$ cat src/rtl/cdq_pkg.sv
// Shared types, constants and index helpers for the circular deque.
// No dependencies; every other file of the block but cdq_ram refers to this package.
`timescale 1ns / 1ps
`default_nettype none

package cdq_pkg;

   // Built ring depth, the widths that follow from it and the data width.
   localparam int DEPTH  = 1024;
   localparam int IDX_W  = $clog2(DEPTH);
   localparam int CNT_W  = $clog2(DEPTH + 1);
   localparam int DATA_W = 32;

   // Configuration register and bus widths.
   localparam int CAP_W    = 11;
   localparam int APB_W    = 32;
   localparam int PADDR_W  = 3;
   localparam logic [CAP_W-1:0] CAP_RESET = 11'd1024;

   localparam logic signed [DATA_W-1:0] EMPTY_WORD = '1;

   // Register index, taken from the word address bit of paddr.
   typedef enum logic {
      REG_CAPACITY = 1'b0,
      REG_NONE     = 1'b1
   } reg_idx_type;

   typedef enum logic [2:0] {
      OP_PUSH_FRONT = 3'd0,
      OP_PUSH_REAR  = 3'd1,
      OP_POP_FRONT  = 3'd2,
      OP_POP_REAR   = 3'd3,
      OP_QUERY      = 3'd4
   } op_type;

   // Configuration as seen by the datapath.
   typedef struct packed {
      logic             clear;
      logic [CNT_W-1:0] cap;
   } cfg_type;

   function automatic logic [IDX_W-1:0] wrap_inc(input logic [IDX_W-1:0] idx,
                                                 input logic [CNT_W-1:0] cap);
      logic [CNT_W:0] nxt;
      nxt = (CNT_W+1)'(idx) + 1'b1;
      if (nxt >= (CNT_W+1)'(cap)) begin
         return '0;
      end
      return IDX_W'(nxt);
   endfunction

   function automatic logic [IDX_W-1:0] wrap_dec(input logic [IDX_W-1:0] idx,
                                                 input logic [CNT_W-1:0] cap);
      if (idx == '0 || CNT_W'(idx) >= cap) begin
         return IDX_W'(cap - 1'b1);
      end
      return idx - 1'b1;
   endfunction

endpackage

`default_nettype wire

$ cat src/rtl/cdq_csr.sv
// APB-style register port holding the capacity register of the deque.
// Depends on cdq_pkg; produces the effective capacity and a clear pulse.
`timescale 1ns / 1ps
`default_nettype none

module cdq_csr (
   input  wire logic                          clock,
   input  wire logic                          reset,
   input  wire logic                          csr_psel,
   input  wire logic                          csr_penable,
   input  wire logic                          csr_pwrite,
   input  wire logic [cdq_pkg::PADDR_W-1:0]   csr_paddr,
   input  wire logic [cdq_pkg::APB_W-1:0]     csr_pwdata,
   output      logic [cdq_pkg::APB_W-1:0]     csr_prdata,
   output      logic                          csr_pready,
   output      cdq_pkg::cfg_type              cfg
);

   logic [cdq_pkg::CAP_W-1:0] cap_ff;
   logic [cdq_pkg::CAP_W-1:0] cap_in;
   cdq_pkg::reg_idx_type      reg_idx;
   logic                      wr_cap;
   logic [31:0]               cap_wide;

   assign csr_pready = 1'b1;
   assign reg_idx    = cdq_pkg::reg_idx_type'(csr_paddr[2]);
   assign wr_cap     = csr_psel && csr_penable && csr_pwrite
                       && (reg_idx == cdq_pkg::REG_CAPACITY);
   assign cap_in     = wr_cap ? csr_pwdata[cdq_pkg::CAP_W-1:0] : cap_ff;

   always_ff @(posedge clock) begin
      if (reset) begin
         cap_ff <= cdq_pkg::CAP_RESET;
      end else begin
         cap_ff <= cap_in;
      end
   end

   always_comb begin
      unique case (reg_idx)
         cdq_pkg::REG_CAPACITY: csr_prdata = cdq_pkg::APB_W'(cap_ff);
         default:               csr_prdata = '0;
      endcase
   end

   // Zero reads as one entry; anything beyond the built depth saturates.
   assign cap_wide = 32'(cap_ff);

   always_comb begin
      if (cap_wide == 32'd0) begin
         cfg.cap = cdq_pkg::CNT_W'(1);
      end else if (cap_wide > 32'(cdq_pkg::DEPTH)) begin
         cfg.cap = cdq_pkg::CNT_W'(cdq_pkg::DEPTH);
      end else begin
         cfg.cap = cdq_pkg::CNT_W'(cap_wide);
      end
      cfg.clear = wr_cap;
   end

endmodule

`default_nettype wire

$ cat config.mk
export PLATFORM = sky130hd
export DESIGN_NAME = cdq_csr
export DESIGN_NICKNAME = d
export VERILOG_FILES = /design/src/rtl/cdq_pkg.sv /design/src/rtl/cdq_csr.sv
export SDC_FILE = /design/constraint.sdc
export NUM_CORES = 1
export LEC_CHECK = 0
export ABC_AREA = 1
export BUFFER_PORTS_ARGS = -buffer_cell sky130_fd_sc_hd__buf_2
export CAP_MARGIN = 15
export CORE_MARGIN = 3
export CORE_UTILIZATION = 33
export DETAILED_ROUTE_END_ITERATION = 16
export GPL_TIMING_DRIVEN = 0
export PLACE_DENSITY_LB_ADDON = 0.08
export SETUP_SLACK_MARGIN = 0.05
export SLEW_MARGIN = 20
export SYNTH_ARGS = -nofsm -noshare
export SYNTH_HDL_FRONTEND = slang
export SYNTH_SLANG_ARGS = --single-unit
$ cat constraint.sdc
create_clock -name clock -period 1.12 [get_ports clock]
set_clock_uncertainty 0.2 [all_clocks]
set_input_delay 0 -clock clock [delete_from_list [all_inputs] [get_ports clock]]
set_output_delay 0 -clock clock [all_outputs]
set_load 0.02 [all_outputs]
Word level (Yosys, flattened, before mapping):

Index checks and enable logic that the tools add are counted.

* flip-flop bits (word level): 11
* input bits: 40
* output and inout bits: 45
* logic and storage cells: 10

* $lt $le $gt $ge: 1
* muxes and demuxes: 3
* bitwise gates (word level): 1
* reduce and logical (&&, ||, !) cells: 4

Operators by type and width (count)
* $mux W11: 3
* $logic_not A32 Y1: 1
* $gt A11 B11 Y1 const B: 1
* $logic_and A1 B1 Y1: 3
* $not A1 Y1: 1

Longest topological paths before layout:

Gate-level depths: netlist (run 1).

* depth after elaboration: 3
* depth in mapped cells: 5
* mapped depth without buffers: 5

Worst setup path before layout (run 1):

No wires, ideal clock.

* kind: reg2out
* start: reg cap_ff[9] (netlist name)
* end: out cfg[1] (netlist name)
* arrival time: 0.990 ns
* data required time: 0.920 ns
* setup slack: -0.070 ns
* cell stages (with the launch flop): 6
* buffers on the path: 0
* path through: dfxtp_1 nor2_1 nand3_1 nor2_2 nor2_4 nor2_1

RTL lines
* start: declaration: line cdq_csr.sv:19 `logic [cdq_pkg::CAP_W-1:0] cap_ff;`
* start signal: assignment: line cdq_csr.sv:33 `cap_ff <= cdq_pkg::CAP_RESET;`
* start signal: assignment: line cdq_csr.sv:35 `cap_ff <= cap_in;`
* end: declaration: line cdq_csr.sv:16 `output cdq_pkg::cfg_type cfg`

==> results of run 1 <==
-- worst register-to-register path, stage by stage (launching register included) --
cell,delay [ns]
dfxtp_4,0.36
buf_4,0.13
o21ai_2,0.12
nor2_1,0.04
-- cells by family after synthesis --
kind of cell	Yosys count	synth area share, %
flops	11	28.71
compound gates	11	7.994
other cells	2	0.9792
simple gates	54	29.85
buf+inv	40	32.46
-- routing by layer --
layer / global-route usage [%] / vias up
met5: 0 / -
met4: 3.734 / 0
met3: 1.907 / 2
met2: 24.50 / 46
met1: 17.38 / 369
li1: - / 467
-- power by group --
part	internal [uW]	leakage [uW]	switching (uW)
registers	406	0.0000939	13.4
logic	191	0.000643	249
clock network	138	0.0000150	141
-- stage by stage --
step / total power (uW) / utilization [%]
final: 1137 / 69.47
after global routing: 1201 / 69.47
after CTS: 1074 / 62.32
after detailed placement: 759.6 / 52.52
after global placement: 755.0 / 52.52
after floorplan: 681.6 / -
-- area by class of cell --
class	instances	area share (%)
multi-input cells	88	31.75
repair buffers	53	29.76
flip-flops and latches	11	16.35
plain buffers	27	14.10
inverters	13	3.893
well taps	27	2.336
clock buffers	4	1.817
-- worst paths after layout --
path | end | cells past startpoint | slack [ns]
worst max-delay path | cfg[6] | 6 | -0.44
worst max register to register | cap_ff[6]$_SDFFE_PP0P_ | 3 | 0.17
worst min-delay path | cap_ff[4]$_SDFFE_PP0P_ | 4 | -0.09
worst min register to register | cap_ff[9]$_SDFFE_PP0P_ | 2 | 0.32
-- layout by cell type, fill, tap and decap left out --
master	n
buf_2	18
nor2_2	14
conb_1	22
nor2_4	8
inv_1	1
dfxtp_4	1
dfxtp_2	10
nand3_1	1
clkbuf_1	2
nand2_1	4
o211ai_1	1
dlygate4sd3_1	12
nand3_2	2
o21ai_1	6
o21ai_2	1
o21ai_0	3
buf_4	35
nor2_1	26
inv_2	9
buf_6	14
clkbuf_4	3
inv_4	3
-- what timing repair did --
action                     in CTS  in global routing
gates resized for setup        32                 46
cloned                          0                  1
hold buffers                   12                  1
setup endpoints to repair      21                 32
pin swaps                       4                 11
buffers inserted                1                  1
hold endpoints to repair       11                 11
==> impl_metrics.json, run 1 <==
{
  "register_area_sq_um": 236.5,
  "numClockSinks": 11,
  "initial_utilization_pct": 36.84,
  "cts.path.max_buffers": 2,
  "preCtsSetupSlack_ns": -0.1730,
  "fp-row-count": 16,
  "antenna_left": 0,
  "routed_wirelength_microns": 2235,
  "grt_max_degree": 11,
  "finalHoldViolations": 3,
  "synth-edff-count": 0,
  "layout_setup_ws_ns": -0.4436,
  "htree_levels": 1,
  "crit_type": "reg -> out",
  "fillers": 179,
  "fin_crit_sh_pct": 139.6,
  "yosys.area.top_type": "dfxtp_1",
  "cts_buffers": 3,
  "clk_pin_slew_ns": 0.08,
  "avgSynthCellArea_sq_um": 6.500,
  "yosys-top-cells-area": "dfxtp_1 (29%), buf_4 (23%), nor2_1 (22%), inv_1 (5.9%), o21ai_1 (3.9%)",
  "syn_to_final_growth_pct": 88.58,
  "die-area_sq_um": 2939,
  "drv_cap": 0,
  "yosysWarnings": 0,
  "syn-cell-area_sq_um": 767.0,
  "multi_input_area_sq_um": 459.2,
  "setup_tns_ns": -4.132,
  "io_pins": 85,
  "max_freq_mhz": 639.5,
  "cp_top_family": "simple AND/OR/NAND/NOR gates",
  "portBuffers": 39,
  "cp_max_fo": 5,
  "p_leak_uw": 0.0007516,
  "cp.buffers_inverters": 1,
  "top_register": "cap_ff",
  "grt_pass1_wl_microns": 3015,
  "wl_per_cell_microns": 10.02,
  "grt_pass1_vias": 708,
  "path_cells": "nor2_2 -> nand3_2 -> nor2_4 -> nor2_4 -> nor2_2 -> buf_6",
  "drt_drc_violations_left": 0,
  "synthCells": 118,
  "slew_violations": 0,
  "arrival_ns": 1.36,
  "design_area_sq_um": 1446,
  "yosysMostFrequentCell": "nor2_1",
  "nNetsFinal": 237,
  "drive_gt1_share_pct": 60.20,
  "ys.flop_type": "dfxtp_1",
  "wl_met3_microns": 242,
  "globalRouteOverflowTotal": 0,
  "cts_root_buffer": "clkbuf_4",
  "highest_layer": "met4",
  "clk_latency_ns": 0.26,
  "placed_area_sq_um": 1094,
  "gp_congestion": 0.7588,
  "place_inst": 204,
  "violations": "negative hold slack, negative setup slack",
  "rsz0062_at_grt": "yes",
  "largestRegisters": "cap_ff (11)",
  "r2r_start": "cap_ff[6]$_SDFFE_PP0P_",
  "hold_path_startpoint": "csr_paddr[2]",
  "wl_met2_microns": 1053,
  "fp.dieH_microns": 54.21,
  "coreArea_sq_um": 2082,
  "tritoncts": "yes",
  "fin_crit_ns": 1.564,
  "diodes": 0,
  "vias_per_cell": 3.964,
  "antenna_found_initial": 0,
  "irDropWorstVdd_mv": 0.5163,
  "timing.hold.ws_ns": -0.08794,
  "synth_top_area_share_pct": 28.71,
  "die_x_microns": 54.21,
  "setup_viol": 11,
  "cellPowerDensity_nw_per_um2": 786.4,
  "min_path_type": "in -> reg",
  "ys_seq_area_share_pct": 28.71,
  "cp_slowest_cell": "dfxtp_2",
  "ys_types": 19,
  "worstSetupEndpointType": "output pin",
  "grt_usage_pct": 13.85,
  "drt_first_iter_violations": 13,
  "stdcell_count": 223,
  "largest_reg_flops": 11,
  "ys_async_sr_fraction_pct": 0,
  "via_count": 884,
  "dr.pass1.iters": 4,
  "max_stage_delay_ns": 0.34,
  "hpwl_microns": 1488,
  "wl_met1_microns": 927,
  "crit_start": "cap_ff[3]$_SDFFE_PP0P_",
  "status": "finished, violations left",
  "synth_common_cells": "nor2_1 (44), buf_4 (23), inv_1 (12)",
  "worstPathRequired_ns": 0.92,
  "start_kind": "flop",
  "ys_seq_elements": 11
}
(Power assumes the default switching activity.)
==> inputs of run 2 (changes only) <==
--- a/config.mk
+++ b/config.mk
@@ -13,6 +13,7 @@
 export DETAILED_ROUTE_END_ITERATION = 16
 export GPL_TIMING_DRIVEN = 0
 export PLACE_DENSITY_LB_ADDON = 0.08
+export RECOVER_POWER = 50
 export SETUP_SLACK_MARGIN = 0.05
 export SLEW_MARGIN = 20
 export SYNTH_ARGS = -nofsm -noshare
==> impl_metrics.json, run 2 (same netlist as run 1, synthesis figures left out) <==
{
  "cp_max_fo": 5,
  "register_area_sq_um": 236.5,
  "antenna_left": 0,
  "globalRouteOverflowTotal": 0,
  "grt_pass1_wl_microns": 3015,
  "hpwl_microns": 1488,
  "clk_pin_slew_ns": 0.08,
  "htree_levels": 1,
  "path_cells": "nor2_2 -> nand3_2 -> nor2_4 -> nor2_4 -> nor2_2 -> buf_6",
  "slew_violations": 0,
  "wl_per_cell_microns": 10.00,
  "fp-row-count": 16,
  "design_area_sq_um": 1438,
  "clk_latency_ns": 0.26,
  "syn_to_final_growth_pct": 87.44,
  "fp.dieH_microns": 54.21,
  "dr.pass1.iters": 4,
  "max_stage_delay_ns": 0.34,
  "place_inst": 204,
  "cellPowerDensity_nw_per_um2": 788.7,
  "min_path_type": "in -> reg",
  "start_kind": "flop",
  "fillers": 181,
  "drt_drc_violations_left": 0,
  "worstPathRequired_ns": 0.92,
  "most-common-layout-cells": "buf_4 (35), nor2_1 (26), conb_1 (22)",
  "max_freq_mhz": 642.0,
  "crit_type": "reg -> out",
  "seqPwrFrac_pct": 37.0,
  "drive_gt1_share_pct": 60.20,
  "reg2reg_depth": 3,
  "hold_path_depth": 4,
  "grt_usage_pct": 13.85,
  "stdcell_count": 223,
  "via_count": 878,
  "cts_buffers": 3,
  "p_switching_uw": 401.5,
  "antenna_found_initial": 0,
  "nNetsFinal": 237,
  "cts.path.max_buffers": 2,
  "io_pins": 85,
  "cp_slowest_cell": "dfxtp_2",
  "placed_area_sq_um": 1094,
  "combPwrFrac_pct": 38.5,
  "layout_setup_ws_ns": -0.4377,
  "drt_first_iter_violations": 13,
  "grt_pass1_vias": 708,
  "clkPwrFrac_pct": 24.6,
  "tritoncts": "yes",
  "drv_cap": 0,
  "grt_max_degree": 11,
  "status": "finished, violations left",
  "vias_per_cell": 3.937,
  "finalHoldViolations": 3,
  "gp_congestion": 0.7588,
  "multi_input_area_sq_um": 454.2,
  "switching_share_pct": 35.41,
  "initial_utilization_pct": 36.84,
  "setup_viol": 11,
  "worstSetupEndpointType": "output pin",
  "final_common_cell": "buf_4",
  "arrival_ns": 1.36,
  "numClockSinks": 11,
  "preCtsSetupSlack_ns": -0.1730,
  "cts_root_buffer": "clkbuf_4",
  "routed_wirelength_microns": 2231,
  "irDropWorstVdd_mv": 0.5191,
  "rsz0062_at_grt": "yes",
  "top_register": "cap_ff",
  "die-area_sq_um": 2939,
  "portBuffers": 39,
  "die_x_microns": 54.21,
  "diodes": 0,
  "fin_crit_ns": 1.558,
  "violations": "negative hold slack, negative setup slack",
  "fin_crit_sh_pct": 139.1,
  "p_leak_uw": 0.0007497,
  "timing.hold.ws_ns": -0.09208,
  "intPower_uw": 732.3,
  "largestRegisters": "cap_ff (11)",
  "largest_reg_flops": 11,
  "coreArea_sq_um": 2082
}
-- run 2: repair_timing --
action | 4_1_cts | 5_1_grt
gates cloned | 0 | 1
pin swaps | 4 | 11
gates resized for setup | 32 | 46
hold buffers | 12 | 1
setup buffers | 1 | 1
setup endpoints to repair | 21 | 32
endpoints found under the hold margin | 11 | 11
-- run 2: layout make-up --
class                           count  share of cell area (%)
Sequential cell                    11                   16.45
Inverter                           13                   3.916
Multi-Input combinational cell     88                   31.59
Buffer                             27                   13.93
Tap cell                           27                   2.350
Timing Repair Buffer               53                   29.94
Clock buffer                        4                   1.828
-- run 2: per-stage QoR --
step | setup TNS [ns] | power [uW] | utilization, % | hold WS (ns)
after floorplan | -0.06162 | 681.6 | - | -0.1202
after global placement | -1.352 | 755.0 | 52.52 | 0.02324
after detailed placement | -1.511 | 759.6 | 52.52 | 0.02899
after CTS | -4.093 | 1074 | 62.32 | -0.07669
after global routing | -5.089 | 1198 | 69.05 | -0.03105
final | -4.123 | 1134 | 69.05 | -0.09208
-- run 2: routing by layer --
layer  vias to the layer above  share of wire [%]  global-route usage (%)
li1                        466                  -                       -
met5                         -                  0                       0
met3                         2                 11                   1.907
met1                       366                 42                   17.38
met4                         0               0.45                   3.734
met2                        44                 47                   24.50
-- run 2: critical path, delay by kind of cell, from the launching register on --
family        cells  cell delay (ns)
buf+inv           1             0.12
simple gates      5             0.63
flops             1             0.34
-- run 2: power by group through the flow --
stage	combinational, uW	clock [uW]	sequential, uW
after floorplan	261	0	421
after global placement	332	0	423
after detailed placement	336	0	423
after CTS	379	277	418
after global routing	473	304	421
final	436	279	419
-- run 2: final timing paths --
kind,startpoint,end,slack (ns)
hold reg to reg,cap_ff[9]$_SDFFE_PP0P_,cap_ff[9]$_SDFFE_PP0P_,0.32
setup / recovery,cap_ff[3]$_SDFFE_PP0P_,cfg[6],-0.44
hold / removal,csr_paddr[2],cap_ff[4]$_SDFFE_PP0P_,-0.09
setup reg to reg,cap_ff[6]$_SDFFE_PP0P_,cap_ff[6]$_SDFFE_PP0P_,0.17
==> inputs of run 3 (changes only) <==
--- a/config.mk
+++ b/config.mk
@@ -5,14 +5,13 @@
 export SDC_FILE = /design/constraint.sdc
 export NUM_CORES = 1
 export LEC_CHECK = 0
-export ABC_AREA = 1
 export BUFFER_PORTS_ARGS = -buffer_cell sky130_fd_sc_hd__buf_2
 export CAP_MARGIN = 15
 export CORE_MARGIN = 3
-export CORE_UTILIZATION = 33
+export CORE_UTILIZATION = 34
 export DETAILED_ROUTE_END_ITERATION = 16
 export GPL_TIMING_DRIVEN = 0
-export PLACE_DENSITY_LB_ADDON = 0.08
+export PLACE_DENSITY = 0.79
 export RECOVER_POWER = 50
 export SETUP_SLACK_MARGIN = 0.05
 export SLEW_MARGIN = 20
==> impl_metrics.json, run 3 <==
{
  "antenna_left": 0,
  "r2r_start": "cap_ff[2]$_SDFFE_PP0P_",
  "hpwl_microns": 1420,
  "hold_buffers": 12,
  "irDropWorstVdd_mv": 0.3865,
  "grt_usage_pct": 17.59,
  "cp_max_fo": 4,
  "combPwrFrac_pct": 33.4,
  "fp-row-count": 16,
  "syn_to_final_growth_pct": 98.88,
  "yosys-top-cells-area": "dfxtp_1 (28%), buf_4 (23%), nor2b_1 (16%), nand2_1 (11%), a21oi_2 (8.9%)",
  "cellPowerDensity_nw_per_um2": 672.6,
  "yosysWarnings": 0,
  "stdcell_count": 209,
  "final_common_cell": "buf_4",
  "drv_cap": 0,
  "cp_slowest_cell": "dfxtp_2",
  "met2_usage_pct": 35.08,
  "die_x_microns": 54.00,
  "rsz0062_at_grt": "yes",
  "p_switching_uw": 345.5,
  "reg2reg_depth": 3,
  "cts_buffers": 3,
  "status": "finished, violations left",
  "finalHoldViolations": 2,
  "max_stage_delay_ns": 0.35,
  "hold_end": "cap_ff[3]$_SDFFE_PP0P_",
  "layout_setup_ws_ns": -0.3775,
  "grt_pass1_vias": 793,
  "io_pins": 85,
  "ys_types": 17,
  "worstSetupEndpointType": "output pin",
  "fin_crit_ns": 1.497,
  "ys_seq_area_share_pct": 28.12,
  "grt_max_degree": 11,
  "die-area_sq_um": 2915,
  "hold_path_depth": 4,
  "portBuffers": 39,
  "drt_drc_violations_left": 0,
  "ys_seq_elements": 11,
  "syn-cell-area_sq_um": 783.3,
  "crit_start": "cap_ff[3]$_SDFFE_PP0P_",
  "r2r_setup_slack_ns": 0.11,
  "top_register": "cap_ff",
  "wl_per_cell_microns": 16.26,
  "rr_endpoint": "cap_ff[2]$_SDFFE_PP0P_",
  "utilization_pct": 75.55,
  "seqPwrFrac_pct": 38.9,
  "synth_common_cells": "buf_4 (24), nand2_1 (22), nor2b_1 (20)",
  "yosysMostFrequentCell": "buf_4",
  "via_count": 966,
  "gr-usage-met3_pct": 1.939,
  "diodes": 0,
  "path_cells": "nor3_1 -> a31oi_1 -> nor2_2 -> buf_6",
  "setup_tns_ns": -2.170,
  "coreArea_sq_um": 2062,
  "synthMuxAreaShare_pct": 0,
  "vias_per_cell": 4.622,
  "synthCells": 102,
  "switching_share_pct": 32.98,
  "arrival_ns": 1.30,
  "fp.dieH_microns": 54.00,
  "synth-edff-count": 0,
  "avgSynthCellArea_sq_um": 7.679,
  "htree_levels": 1,
  "ys_async_sr_fraction_pct": 0,
  "p_leak_uw": 0.0007304,
  "cts.path.max_buffers": 2,
  "initial_utilization_pct": 37.99,
  "most-common-layout-cells": "buf_4 (32), nand2_1 (22), conb_1 (22)",
  "synth-compound-area-share_pct": 11.02,
  "clk_pin_slew_ns": 0.07,
  "nNetsFinal": 223,
  "min_path_type": "in -> reg",
  "synth_top_family_by_area": "simple AND/OR/NAND/NOR gates",
  "synth_simple_gate_area_share_pct": 32.91,
  "placed_area_sq_um": 1097,
  "worstPathRequired_ns": 0.92,
  "fin_crit_sh_pct": 133.7,
  "clk_latency_ns": 0.28,
  "power_uw": 1048,
  "place_inst": 188,
  "hold_path_startpoint": "csr_psel",
  "tritoncts": "yes",
  "routed_wirelength_microns": 3398,
  "violations": "negative hold slack, negative setup slack",
  "setup_viol": 21,
  "numClockSinks": 11,
  "dr.pass1.iters": 4,
  "max_freq_mhz": 667.8,
  "largestRegisters": "cap_ff (11)",
  "ys.flop_type": "dfxtp_1",
  "gp_congestion": 0.6823,
  "slew_violations": 0,
  "yosys.area.top_type": "dfxtp_1",
  "synth_top_area_share_pct": 28.12,
  "use_met1_pct": 15.87,
  "synthAdderAreaFrac_pct": 0,
  "crit_type": "reg -> out",
  "drive_gt1_share_pct": 61.54,
  "timing.hold.ws_ns": -0.009836,
  "cts_root_buffer": "clkbuf_4",
  "intPower_uw": 702.2,
  "design_area_sq_um": 1558,
  "clkPwrFrac_pct": 27.7,
  "synthXorXnorAreaFrac_pct": 0,
  "grt_pass1_wl_microns": 3574,
  "start_kind": "flop",
  "largest_reg_flops": 11,
  "globalRouteOverflowTotal": 0,
  "drt_first_iter_violations": 39,
  "grt_most_used_layer": "met2",
  "antenna_found_initial": 0
}
-- run 3: cell count changes after synthesis, moves of 2 or more --
cell and change:
nand3_1 -2, inv_1 -12, a21oi_2 +8, clkbuf_1 +2, nor2_4 -2, o21ai_0 -3
o21ai_1 -6, nor2b_1 +20, a21oi_1 +2, nand2_1 +18, nor2_1 -42
-- run 3: kinds of logic (layout without fill, tap and decap cells) --
family                 count (synthesis)  after routing
AND/OR/NAND/NOR                       48             48
AO/OA/AOI/OAI                         11             11
other                                  2             22
flip-flops                            11             11
buffers and inverters                 30             90
-- run 3: power groups by stage --
stage          clock network, uW  registers (uW)  logic (uW)
3_5_place_dp                   0             417         246
4_1_cts                      279             409         299
5_1_grt                      308             408         369
3_3_place_gp                   0             416         243
2_1_floorplan                  0             414         197
6_report                     290             407         350
-- run 3: metrics by stage --
step | hold slack, ns | setup WS, ns
floorplan | -0.1219 | 0.03453
global placement | -0.002349 | -0.1193
detailed placement | 0.005676 | -0.1547
CTS | -0.09381 | -0.3201
global route | -0.003810 | -0.4235
finish | -0.009836 | -0.3775
-- run 3: worst max-delay path, delay by kind of cell, from the launching register on --
| kind | cells | cell delay [ns] |
|---|---|---|
| buffers and inverters | 1 | 0.13 |
| DFF | 1 | 0.35 |
| and+or+nand+nor | 2 | 0.39 |
| AOI/OAI and AO/OA | 1 | 0.14 |
-- run 3: cell type report --
type | instances | area (sq um)
Fill cell | 122 | 504.2
Inverter | 1 | 3.754
Sequential cell | 11 | 241.5
Multi-Input combinational cell | 81 | 541.8
Clock buffer | 4 | 26.28
Buffer | 29 | 227.7
Timing Repair Buffer | 56 | 483.0
Tap cell | 27 | 33.78
-- run 3: worst max path at each step --
stage / endpoint / slack, ns / cells after the start
2_1_floorplan: cfg[0] / 0.03 / 3
3_3_place_gp: csr_prdata[10] / -0.12 / 3
3_5_place_dp: csr_prdata[10] / -0.15 / 3
5_1_grt: cfg[0] / -0.42 / 4
4_1_cts: cfg[0] / -0.32 / 4
6_report: cfg[0] / -0.38 / 4
-- run 3: layer usage --
metal  wire [microns]  part of all wire [%]  vias up
li1                 -                     -      434
met1             1169                    34      420
met2             1635                    48       97
met3              444                    13       15
met4              149                   4.4        0
met5                0                     0        -
-- run 3: what timing repair did --
| item | 4_1_cts | 5_1_grt |
|---|---|---|
| gates resized for setup | 41 | 46 |
| endpoints found under the hold margin | 11 | 2 |
| setup endpoints to repair | 23 | 22 |
| buffers inserted | 3 | 1 |
| pin swaps | 2 | 0 |
| gates cloned | 1 | 0 |
